File: src/hw/rtl/assert_macros.svh
// assertion macros used by the top-level rtl file
`ifndef ASSERT_MACROS_SVH
`define ASSERT_MACROS_SVH

`ifndef ASSERT_OFF

// same-cycle implication
`define ASSERT_IMPLY(label, clk, rst, ante, cons) \
   label: assert property (@(posedge clk) disable iff (rst) (ante) |-> (cons)) \
      else $error("assertion failed");

// next-cycle implication
`define ASSERT_NEXT(label, clk, rst, ante, cons) \
   label: assert property (@(posedge clk) disable iff (rst) (ante) |=> (cons)) \
      else $error("assertion failed");

`else

`define ASSERT_IMPLY(label, clk, rst, ante, cons)
`define ASSERT_NEXT(label, clk, rst, ante, cons)

`endif

`endif

File: src/hw/rtl/fcsps_pkg.sv
// types and constants of the four channel servo pulse slewer
package fcsps_pkg;

   localparam int SERVO_COUNT_DEFAULT = 4;

   localparam int CSR_ADDR_W = 3;
   localparam int CSR_DATA_W = 32;

   localparam logic CSR_IDX_SLOT_TICKS = 1'b0;
   localparam logic CSR_IDX_SPEED_MODE = 1'b1;

   localparam logic [9:0] SLOT_TICKS_RESET = 10'd500;
   localparam logic       SPEED_MODE_RESET = 1'b1;

   localparam logic [7:0] WIDTH_NOW_RESET  = 8'd149;
   localparam logic [7:0] WIDTH_GOAL_RESET = 8'd150;
   localparam logic [3:0] STEP_MASK_RESET  = 4'h3;
   localparam logic [3:0] FIXED_ADJ_MASK   = 4'h5;
   localparam logic [7:0] WIDTH_MAX        = 8'd255;
   localparam logic [7:0] WIDTH_MIN        = 8'd0;

   localparam logic [1:0] OP_TICK       = 2'd0;
   localparam logic [1:0] OP_SET_TARGET = 2'd1;
   localparam logic [1:0] OP_SET_MASK   = 2'd2;

   typedef struct packed {
      logic [1:0] opcode;
      logic [1:0] servo_index;
      logic [7:0] value;
   } req_type;

   typedef struct packed {
      logic [3:0] pins;
      logic [3:0] reached_mask;
      logic [1:0] active_servo;
   } rsp_type;

   typedef struct packed {
      logic [9:0] slot_ticks;
      logic       speed_mode;
   } cfg_type;

endpackage

File: src/hw/rtl/four_channel_servo_pulse_slewer.sv
// top level: multiplexed servo pulse generator with width slewing
// Drives the servo pins one slot at a time; each tick transaction advances the slot timer
// by one 10 us tick and each set transaction updates a target or an adjust mask. One
// transaction is taken every cycle while the output is not stalled: it lands in an input
// register, the whole slot and slew update runs as combinational logic against the state
// registers, and its result sits in an output register; the sustained rate of one
// transaction per cycle is set by that state update loop, and a stalled output holds it.
`include "assert_macros.svh"

module four_channel_servo_pulse_slewer
   import fcsps_pkg::*;
#(
   parameter int SERVO_COUNT = SERVO_COUNT_DEFAULT
)
(
   input  logic                  clock,
   input  logic                  reset,
   input  logic                  req_valid,
   output logic                  req_stall,
   input  req_type               req_data,
   output logic                  rsp_valid,
   input  logic                  rsp_stall,
   output rsp_type               rsp_data,
   input  logic                  csr_psel,
   input  logic                  csr_penable,
   input  logic                  csr_pwrite,
   input  logic [CSR_ADDR_W-1:0] csr_paddr,
   input  logic [CSR_DATA_W-1:0] csr_pwdata,
   output logic [CSR_DATA_W-1:0] csr_prdata,
   output logic                  csr_pready
);

   localparam int SLOT_W = (SERVO_COUNT > 1) ? $clog2(SERVO_COUNT) : 1;
   localparam logic [SLOT_W-1:0] LAST_SLOT = SLOT_W'(SERVO_COUNT - 1);

   cfg_type cfg;

   fcsps_csr u_csr (
      .clock   (clock),
      .reset   (reset),
      .psel    (csr_psel),
      .penable (csr_penable),
      .pwrite  (csr_pwrite),
      .paddr   (csr_paddr),
      .pwdata  (csr_pwdata),
      .prdata  (csr_prdata),
      .pready  (csr_pready),
      .cfg     (cfg)
   );

   // handshake registers
   logic    in_valid_ff;
   logic    in_valid_in;
   req_type in_data_ff;
   logic    rsp_valid_ff;
   logic    rsp_valid_in;
   rsp_type rsp_data_ff;
   rsp_type rsp_data_in;
   logic    out_free;
   logic    step;

   // servo state
   logic [7:0]        width_now_ff  [SERVO_COUNT];
   logic [7:0]        width_now_in  [SERVO_COUNT];
   logic [7:0]        width_goal_ff [SERVO_COUNT];
   logic [7:0]        width_goal_in [SERVO_COUNT];
   logic [3:0]        step_mask_ff  [SERVO_COUNT];
   logic [3:0]        step_mask_in  [SERVO_COUNT];
   logic [9:0]        slot_tick_ff;
   logic [9:0]        slot_tick_in;
   logic [SLOT_W-1:0] servo_slot_ff;
   logic [SLOT_W-1:0] servo_slot_in;
   logic [1:0]        frame_count_ff;
   logic [1:0]        frame_count_in;
   logic [SERVO_COUNT-1:0] reached_ff;
   logic [SERVO_COUNT-1:0] reached_in;
   logic              pulse_done_ff;
   logic              pulse_done_in;

   // datapath signals
   logic [7:0]             wn;
   logic [7:0]             goal;
   logic [3:0]             adj;
   logic [10:0]            tick_sum;
   logic                   last_tick;
   logic                   fire;
   logic                   below;
   logic [SERVO_COUNT-1:0] slot_bit;
   logic                   idx_ok;
   logic [SLOT_W-1:0]      idx_sel;

   assign out_free  = !rsp_valid_ff || !rsp_stall;
   assign step      = in_valid_ff && out_free;
   assign req_stall = in_valid_ff && !out_free;
   assign rsp_valid = rsp_valid_ff;
   assign rsp_data  = rsp_data_ff;

   assign in_valid_in  = req_stall ? in_valid_ff : req_valid;
   assign rsp_valid_in = out_free ? step : rsp_valid_ff;

   assign wn        = width_now_ff[servo_slot_ff];
   assign goal      = width_goal_ff[servo_slot_ff];
   assign adj       = cfg.speed_mode ? (4'b0001 << frame_count_ff) : FIXED_ADJ_MASK;
   assign tick_sum  = {1'b0, slot_tick_ff} + 11'd1;
   assign last_tick = tick_sum >= {1'b0, cfg.slot_ticks};
   assign below     = slot_tick_ff < {2'b00, wn};
   assign fire      = !pulse_done_ff && (!below || last_tick);
   assign slot_bit  = {{(SERVO_COUNT-1){1'b0}}, 1'b1} << servo_slot_ff;
   assign idx_ok    = 32'(in_data_ff.servo_index) < SERVO_COUNT;
   assign idx_sel   = SLOT_W'(in_data_ff.servo_index);

   always_comb begin
      width_now_in   = width_now_ff;
      width_goal_in  = width_goal_ff;
      step_mask_in   = step_mask_ff;
      slot_tick_in   = slot_tick_ff;
      servo_slot_in  = servo_slot_ff;
      frame_count_in = frame_count_ff;
      reached_in     = reached_ff;
      pulse_done_in  = pulse_done_ff;

      case (in_data_ff.opcode)
         OP_TICK: begin
            if (fire) begin
               pulse_done_in = 1'b1;
               if (wn == goal) begin
                  reached_in = reached_ff | slot_bit;
               end else if ((adj & step_mask_ff[servo_slot_ff]) != 4'b0000) begin
                  if (wn < goal) begin
                     if (wn != WIDTH_MAX) width_now_in[servo_slot_ff] = wn + 8'd1;
                  end else begin
                     if (wn != WIDTH_MIN) width_now_in[servo_slot_ff] = wn - 8'd1;
                  end
               end
            end
            if (last_tick) begin
               slot_tick_in  = '0;
               pulse_done_in = 1'b0;
               if (servo_slot_ff == LAST_SLOT) begin
                  servo_slot_in  = '0;
                  frame_count_in = frame_count_ff + 2'd1;
               end else begin
                  servo_slot_in = servo_slot_ff + SLOT_W'(1);
               end
            end else begin
               slot_tick_in = tick_sum[9:0];
            end
         end
         OP_SET_TARGET: begin
            if (idx_ok) begin
               width_goal_in[idx_sel] = in_data_ff.value;
               reached_in[idx_sel]    = 1'b0;
            end
         end
         OP_SET_MASK: begin
            if (idx_ok) step_mask_in[idx_sel] = in_data_ff.value[3:0];
         end
         default: ;
      endcase
   end

   always_comb begin
      rsp_data_in.pins         = below ? 4'(slot_bit) : 4'b0000;
      rsp_data_in.reached_mask = 4'(reached_in);
      rsp_data_in.active_servo = 2'(servo_slot_ff);
   end

   always_ff @(posedge clock) begin
      if (reset) begin
         in_valid_ff  <= 1'b0;
         rsp_valid_ff <= 1'b0;
      end else begin
         in_valid_ff  <= in_valid_in;
         rsp_valid_ff <= rsp_valid_in;
      end
   end

   always_ff @(posedge clock) begin
      if (req_valid && !req_stall) in_data_ff <= req_data;
      if (step) rsp_data_ff <= rsp_data_in;
   end

   always_ff @(posedge clock) begin
      if (reset) begin
         for (int i = 0; i < SERVO_COUNT; i++) begin
            width_now_ff[i]  <= WIDTH_NOW_RESET;
            width_goal_ff[i] <= WIDTH_GOAL_RESET;
            step_mask_ff[i]  <= STEP_MASK_RESET;
         end
         slot_tick_ff   <= '0;
         servo_slot_ff  <= '0;
         frame_count_ff <= '0;
         reached_ff     <= '0;
         pulse_done_ff  <= 1'b0;
      end else if (step) begin
         width_now_ff   <= width_now_in;
         width_goal_ff  <= width_goal_in;
         step_mask_ff   <= step_mask_in;
         slot_tick_ff   <= slot_tick_in;
         servo_slot_ff  <= servo_slot_in;
         frame_count_ff <= frame_count_in;
         reached_ff     <= reached_in;
         pulse_done_ff  <= pulse_done_in;
      end
   end

   // a reached servo sits at its goal until a new target clears the bit
   `ASSERT_IMPLY(a_reached_at_goal, clock, reset, reached_ff[servo_slot_ff],
                 width_now_ff[servo_slot_ff] == width_goal_ff[servo_slot_ff])
   `ASSERT_IMPLY(a_slot_in_range, clock, reset, 1'b1, 32'(servo_slot_ff) < SERVO_COUNT)
   `ASSERT_NEXT(a_slot_restart, clock, reset,
                step && in_data_ff.opcode == OP_TICK && last_tick,
                slot_tick_ff == 10'd0 && !pulse_done_ff)
   `ASSERT_NEXT(a_result_follows, clock, reset, step, rsp_valid_ff)

endmodule

File: src/hw/rtl/fcsps_csr.sv
// configuration register file with apb-style access
module fcsps_csr
   import fcsps_pkg::*;
(
   input  logic                  clock,
   input  logic                  reset,
   input  logic                  psel,
   input  logic                  penable,
   input  logic                  pwrite,
   input  logic [CSR_ADDR_W-1:0] paddr,
   input  logic [CSR_DATA_W-1:0] pwdata,
   output logic [CSR_DATA_W-1:0] prdata,
   output logic                  pready,
   output cfg_type               cfg
);

   logic [9:0] slot_ticks_ff;
   logic       speed_mode_ff;
   logic       wr_en;

   assign pready = 1'b1;
   assign wr_en  = psel && penable && pwrite && pready;

   always_ff @(posedge clock) begin
      if (reset) begin
         slot_ticks_ff <= SLOT_TICKS_RESET;
         speed_mode_ff <= SPEED_MODE_RESET;
      end else if (wr_en) begin
         case (paddr[2])
            CSR_IDX_SLOT_TICKS: slot_ticks_ff <= pwdata[9:0];
            CSR_IDX_SPEED_MODE: speed_mode_ff <= pwdata[0];
            default: ;
         endcase
      end
   end

   always_comb begin
      case (paddr[2])
         CSR_IDX_SLOT_TICKS: prdata = {{(CSR_DATA_W-10){1'b0}}, slot_ticks_ff};
         CSR_IDX_SPEED_MODE: prdata = {{(CSR_DATA_W-1){1'b0}}, speed_mode_ff};
         default:            prdata = '0;
      endcase
   end

   assign cfg.slot_ticks = slot_ticks_ff;
   assign cfg.speed_mode = speed_mode_ff;

endmodule
File: config.mk
export PLATFORM = sky130hd
export DESIGN_NAME = four_channel_servo_pulse_slewer
export DESIGN_NICKNAME = d
export VERILOG_FILES = /design/src/hw/rtl/fcsps_pkg.sv /design/src/hw/rtl/four_channel_servo_pulse_slewer.sv /design/src/hw/rtl/fcsps_csr.sv
export VERILOG_INCLUDE_DIRS = /design/src /design/src/hw/rtl
export SDC_FILE = /design/constraint.sdc
export NUM_CORES = 1
export LEC_CHECK = 0
export BUFFER_PORTS_ARGS = -buffer_cell sky130_fd_sc_hd__buf_2
export CELL_PAD_IN_SITES_DETAIL_PLACEMENT = 1
export CELL_PAD_IN_SITES_GLOBAL_PLACEMENT = 2
export CORE_ASPECT_RATIO = 0.7
export CORE_MARGIN = 3
export CORE_UTILIZATION = 36
export CTS_CLUSTER_SIZE = 24
export DETAILED_ROUTE_END_ITERATION = 6
export PLACE_DENSITY = 0.84
export SYNTH_ARGS = -nofsm -noshare
export SYNTH_HDL_FRONTEND = slang
export SYNTH_SLANG_ARGS = --single-unit
File: constraint.sdc
create_clock -name clock -period 4.9 [get_ports clock]
set_clock_uncertainty 0.1 [all_clocks]
set_input_delay 1.47 -clock clock [delete_from_list [all_inputs] [get_ports clock]]
set_output_delay 1.47 -clock clock [all_outputs]
set_load 0.02 [all_outputs]
==> impl_metrics.csv <==
group,metric,value,unit
synth,synthSimpleGateAreaFrac,0.149,
detailed_routing,wl_per_cell,18.5,um
synth,synth-compound-area-share,0.115,
critical_path,timing.critical_path.to_type,"register",
die,fp-row-count,42,
clocking,cts_resized,0,
sta,fmax,239,MHz
placed_design,dp.final_hpwl,14200,um
critical_path,cp.required,5090,ps
sta,finalMaxSlewViolations,0,
cells_and_area,multi_input_comb_area,0.00367,mm^2
placed_design,buffers_on_ports,51,
power,p_leak,0.00342,uW
sta,period_needed,4180,ps
synth,synthesis.area,0.00702,mm^2
synth,postSynthCellCount,713,
critical_path,critPathArrivalTime,4370,ps
detailed_routing,route.detailed.drc,0,
global_route,grt_start_max_net_pins,62,
cells_and_area,finalNetCount,855,
clocking,cts_post_setup_buffers_inserted,0,
synth,synth_seq_cells,134,
global_route,globalRouteTotalUtil,0.187,
power,total_power,2570,uW
clocking,max-clock-path-buffers,2,
die,initial_core_util,0.369,
cells_and_area,mostFrequentLayoutCells,"112 x dfxtp_1, 79 x nor2_1, 72 x mux2i_1",
die,dieWidth,173,um
min_path,timing.hold.worst.class,"reg2reg",
die,floorplan.io_pins,99,
outcome,outcome,"complete, no violations",
clocking,clockRootBuffer,"clkbuf_16",
global_route,grt_remaining_overflow,0,
clocking,htree_num_levels,4,
sta,slew_headroom,0.461,
die,floorplan.core_area,0.0190,mm^2
synth,synthArstFlopShare,0,
power,pwr_cell_area,320,mW/mm^2
cells_and_area,antenna_cells,0,
clocking,clk_latency,430,ps
cells_and_area,layout-area-overhead-vs-synth,14.8,%
critical_path,critPathLaunchType,"register",
global_route,grt_pass1_vias,5831,
synth,synth-warning-count,0,
critical_path,path_class,"reg2reg",
sta,report.final.setup_viol,0,
sta,post-route-period-util,0.853,
detailed_routing,via_count,5471,
synth,number_of_enable_type_register_cells_in_the_synthesized_netlist,22,
die,dieArea,0.0212,mm^2
synth,synthMuxAreaShare,0.170,
cells_and_area,sequential_cell_area,0.00290,mm^2
cells_and_area,post_route_cells_drive_above_1_share,0.179,
sta,timing_hold_violations_final,0,
clocking,tritoncts_sink_count,134,
cells_and_area,layout_commonest_cell,"dfxtp_1",
synth,synth_ff_type,"dfxtp_1",
detailed_routing,number_of_drc_violations_after_detailed_routing_iteration_0,308,
critical_path,timing.critical_path.fanout_max,10,
run,timing.max_cap.violations,0,
placed_design,place.gp.congestion,0.852,
cells_and_area,final_core_occ,0.424,
clocking,numCtsBuffers,17,
global_route,grt_pass1_wl,31100,um
synth,syn_avg_cell_area,9.84,um^2
detailed_routing,drt-vias-per-instance,5.25,
synth,synth_xor_xnor_area_share,0.0137,
synth,adder_and_majority_cell_fraction_of_the_synthesized_area,0.0642,
sta,finalSetupTns,0,ps
global_route,number_of_antenna_violations_at_the_first_check_in_global_routing,0,
sta,setup_repair_after_global_routing_missed_its_margin,"no",
detailed_routing,dr.pass1.iters,4,
clocking,clkSlewWorstSetupHoldPaths,60,ps
die,die_h,123,um
sta,worst-slew-pin-transition,788,ps
synth,combinational_family_with_the_most_area_after_synthesis,"multiplexers",
cells_and_area,fillerInstances,2198,
synth,post_synth_num_cell_types,65,
detailed_routing,residual_antenna_violating_net_count_after_detailed_routing,0,
detailed_routing,routed_wl,19300,um
clocking,cts_tree,"built",
synth,yosysSeqAreaShare,0.414,
power,worst_ir_drop_vdd,0.210,mV
clocking,holdBufCountCts,0,
[metrics by stage]
step	cell area, um^2	setup WS [ps]	hold WS [ps]	instances
floorplan	7100	1180	330	734
global placement	7460	867	339	1010
detailed placement	7460	748	354	1010
CTS	8060	710	368	1042
global route	8060	312	394	1042
finish	8060	719	363	1042
[synth_stat cells, types with 5 or more instances]
cell type | count | area (um^2)
edfxtp_1 | 22 | 661
o211ai_1 | 14 | 105
buf_4 | 24 | 180
mux2_2 | 5 | 56.3
a31oi_1 | 10 | 62.6
buf_6 | 7 | 78.8
clkbuf_1 | 26 | 97.6
nor3_1 | 6 | 30.0
nand3_1 | 15 | 75.1
ha_1 | 36 | 450
o21ai_1 | 6 | 30.0
mux2i_1 | 72 | 721
nor2b_1 | 5 | 31.3
nand2_1 | 71 | 267
a21o_1 | 6 | 45.0
nand4_1 | 8 | 50.1
a21oi_1 | 23 | 115
nor2_1 | 79 | 297
inv_1 | 35 | 131
xnor2_1 | 7 | 61.3
dfxtp_1 | 112 | 2240
o21ai_0 | 15 | 75.1
o31ai_1 | 6 | 45.0
mux4_2 | 16 | 360
nor4_1 | 8 | 50.1
[cells by family (layout without fill, tap and decap cells)]
kind of cell	after synthesis	after routing
AO/OA/AOI/OAI	115	115
XOR/XNOR	11	11
adder cells (fa/ha/maj)	36	36
buffers and inverters	97	141
flip-flops	134	134
multiplexers	95	95
other	2	23
AND/OR/NAND/NOR	223	223
[worst max-delay path, cell delays in order (launching register included)]
cell	delay (ps)
dfxtp_1	850
buf_4	300
mux4_2	560
inv_1	90
ha_1	140
nand4_1	160
a21o_1	260
a2111oi_0	720
o21ai_1	240
a2111oi_1	480
o21ai_1	130
[report_power, final]
part / switching, uW / internal (uW)
logic: 84.9 / 37.7
registers: 17.1 / 1140
clock network: 548 / 750
[worst paths after layout]
path                            startpoint                            end  slack [ps]  depth (start not counted)
max          servo_slot_ff[0]$_SDFFE_PP0P_  width_now_ff[28]$_SDFFE_PP1P_         720                         10
min          width_now_ff[22]$_SDFFE_PP0P_  width_now_ff[22]$_SDFFE_PP0P_         360                          2
max reg2reg  servo_slot_ff[0]$_SDFFE_PP0P_  width_now_ff[28]$_SDFFE_PP1P_         720                         10
min reg2reg  width_now_ff[22]$_SDFFE_PP0P_  width_now_ff[22]$_SDFFE_PP0P_         360                          2
[flip-flops by register name (all words and copies together) (netlist names), named ones only]
name and flops:
u_csr.speed_mode_ff 1, step_mask_ff 16, rsp_valid 1, servo_slot_ff 2, in_valid_ff 1, pulse_done_ff 1, u_csr.slot_ticks_ff 10, reached_ff 4
width_now_ff 28, idx_sel 2, in_data_ff 10, width_goal_ff 32, frame_count_ff 2, slot_tick_ff 10, rsp_data 10
[area by class of cell]
| type | instances | area share |
|---|---|---|
| flip-flops and latches | 134 | 0.360 |
| repair buffers | 72 | 0.0512 |
| inverters | 37 | 0.0172 |
| clock buffers | 18 | 0.0559 |
| well taps | 264 | 0.0410 |
| clock inverters | 14 | 0.0183 |
| multi-input cells | 503 | 0.456 |
[routing by layer]
| layer | global-route usage | up-vias | routed length, um |
|---|---|---|---|
| met3 | 0.0411 | 24 | 648 |
| met2 | 0.310 | 99 | 9090 |
| li1 | - | 2603 | - |
| met5 | 0 | - | 0 |
| met4 | 0.0592 | 0 | 319 |
| met1 | 0.246 | 2745 | 9220 |
(Power assumes the default switching activity.)
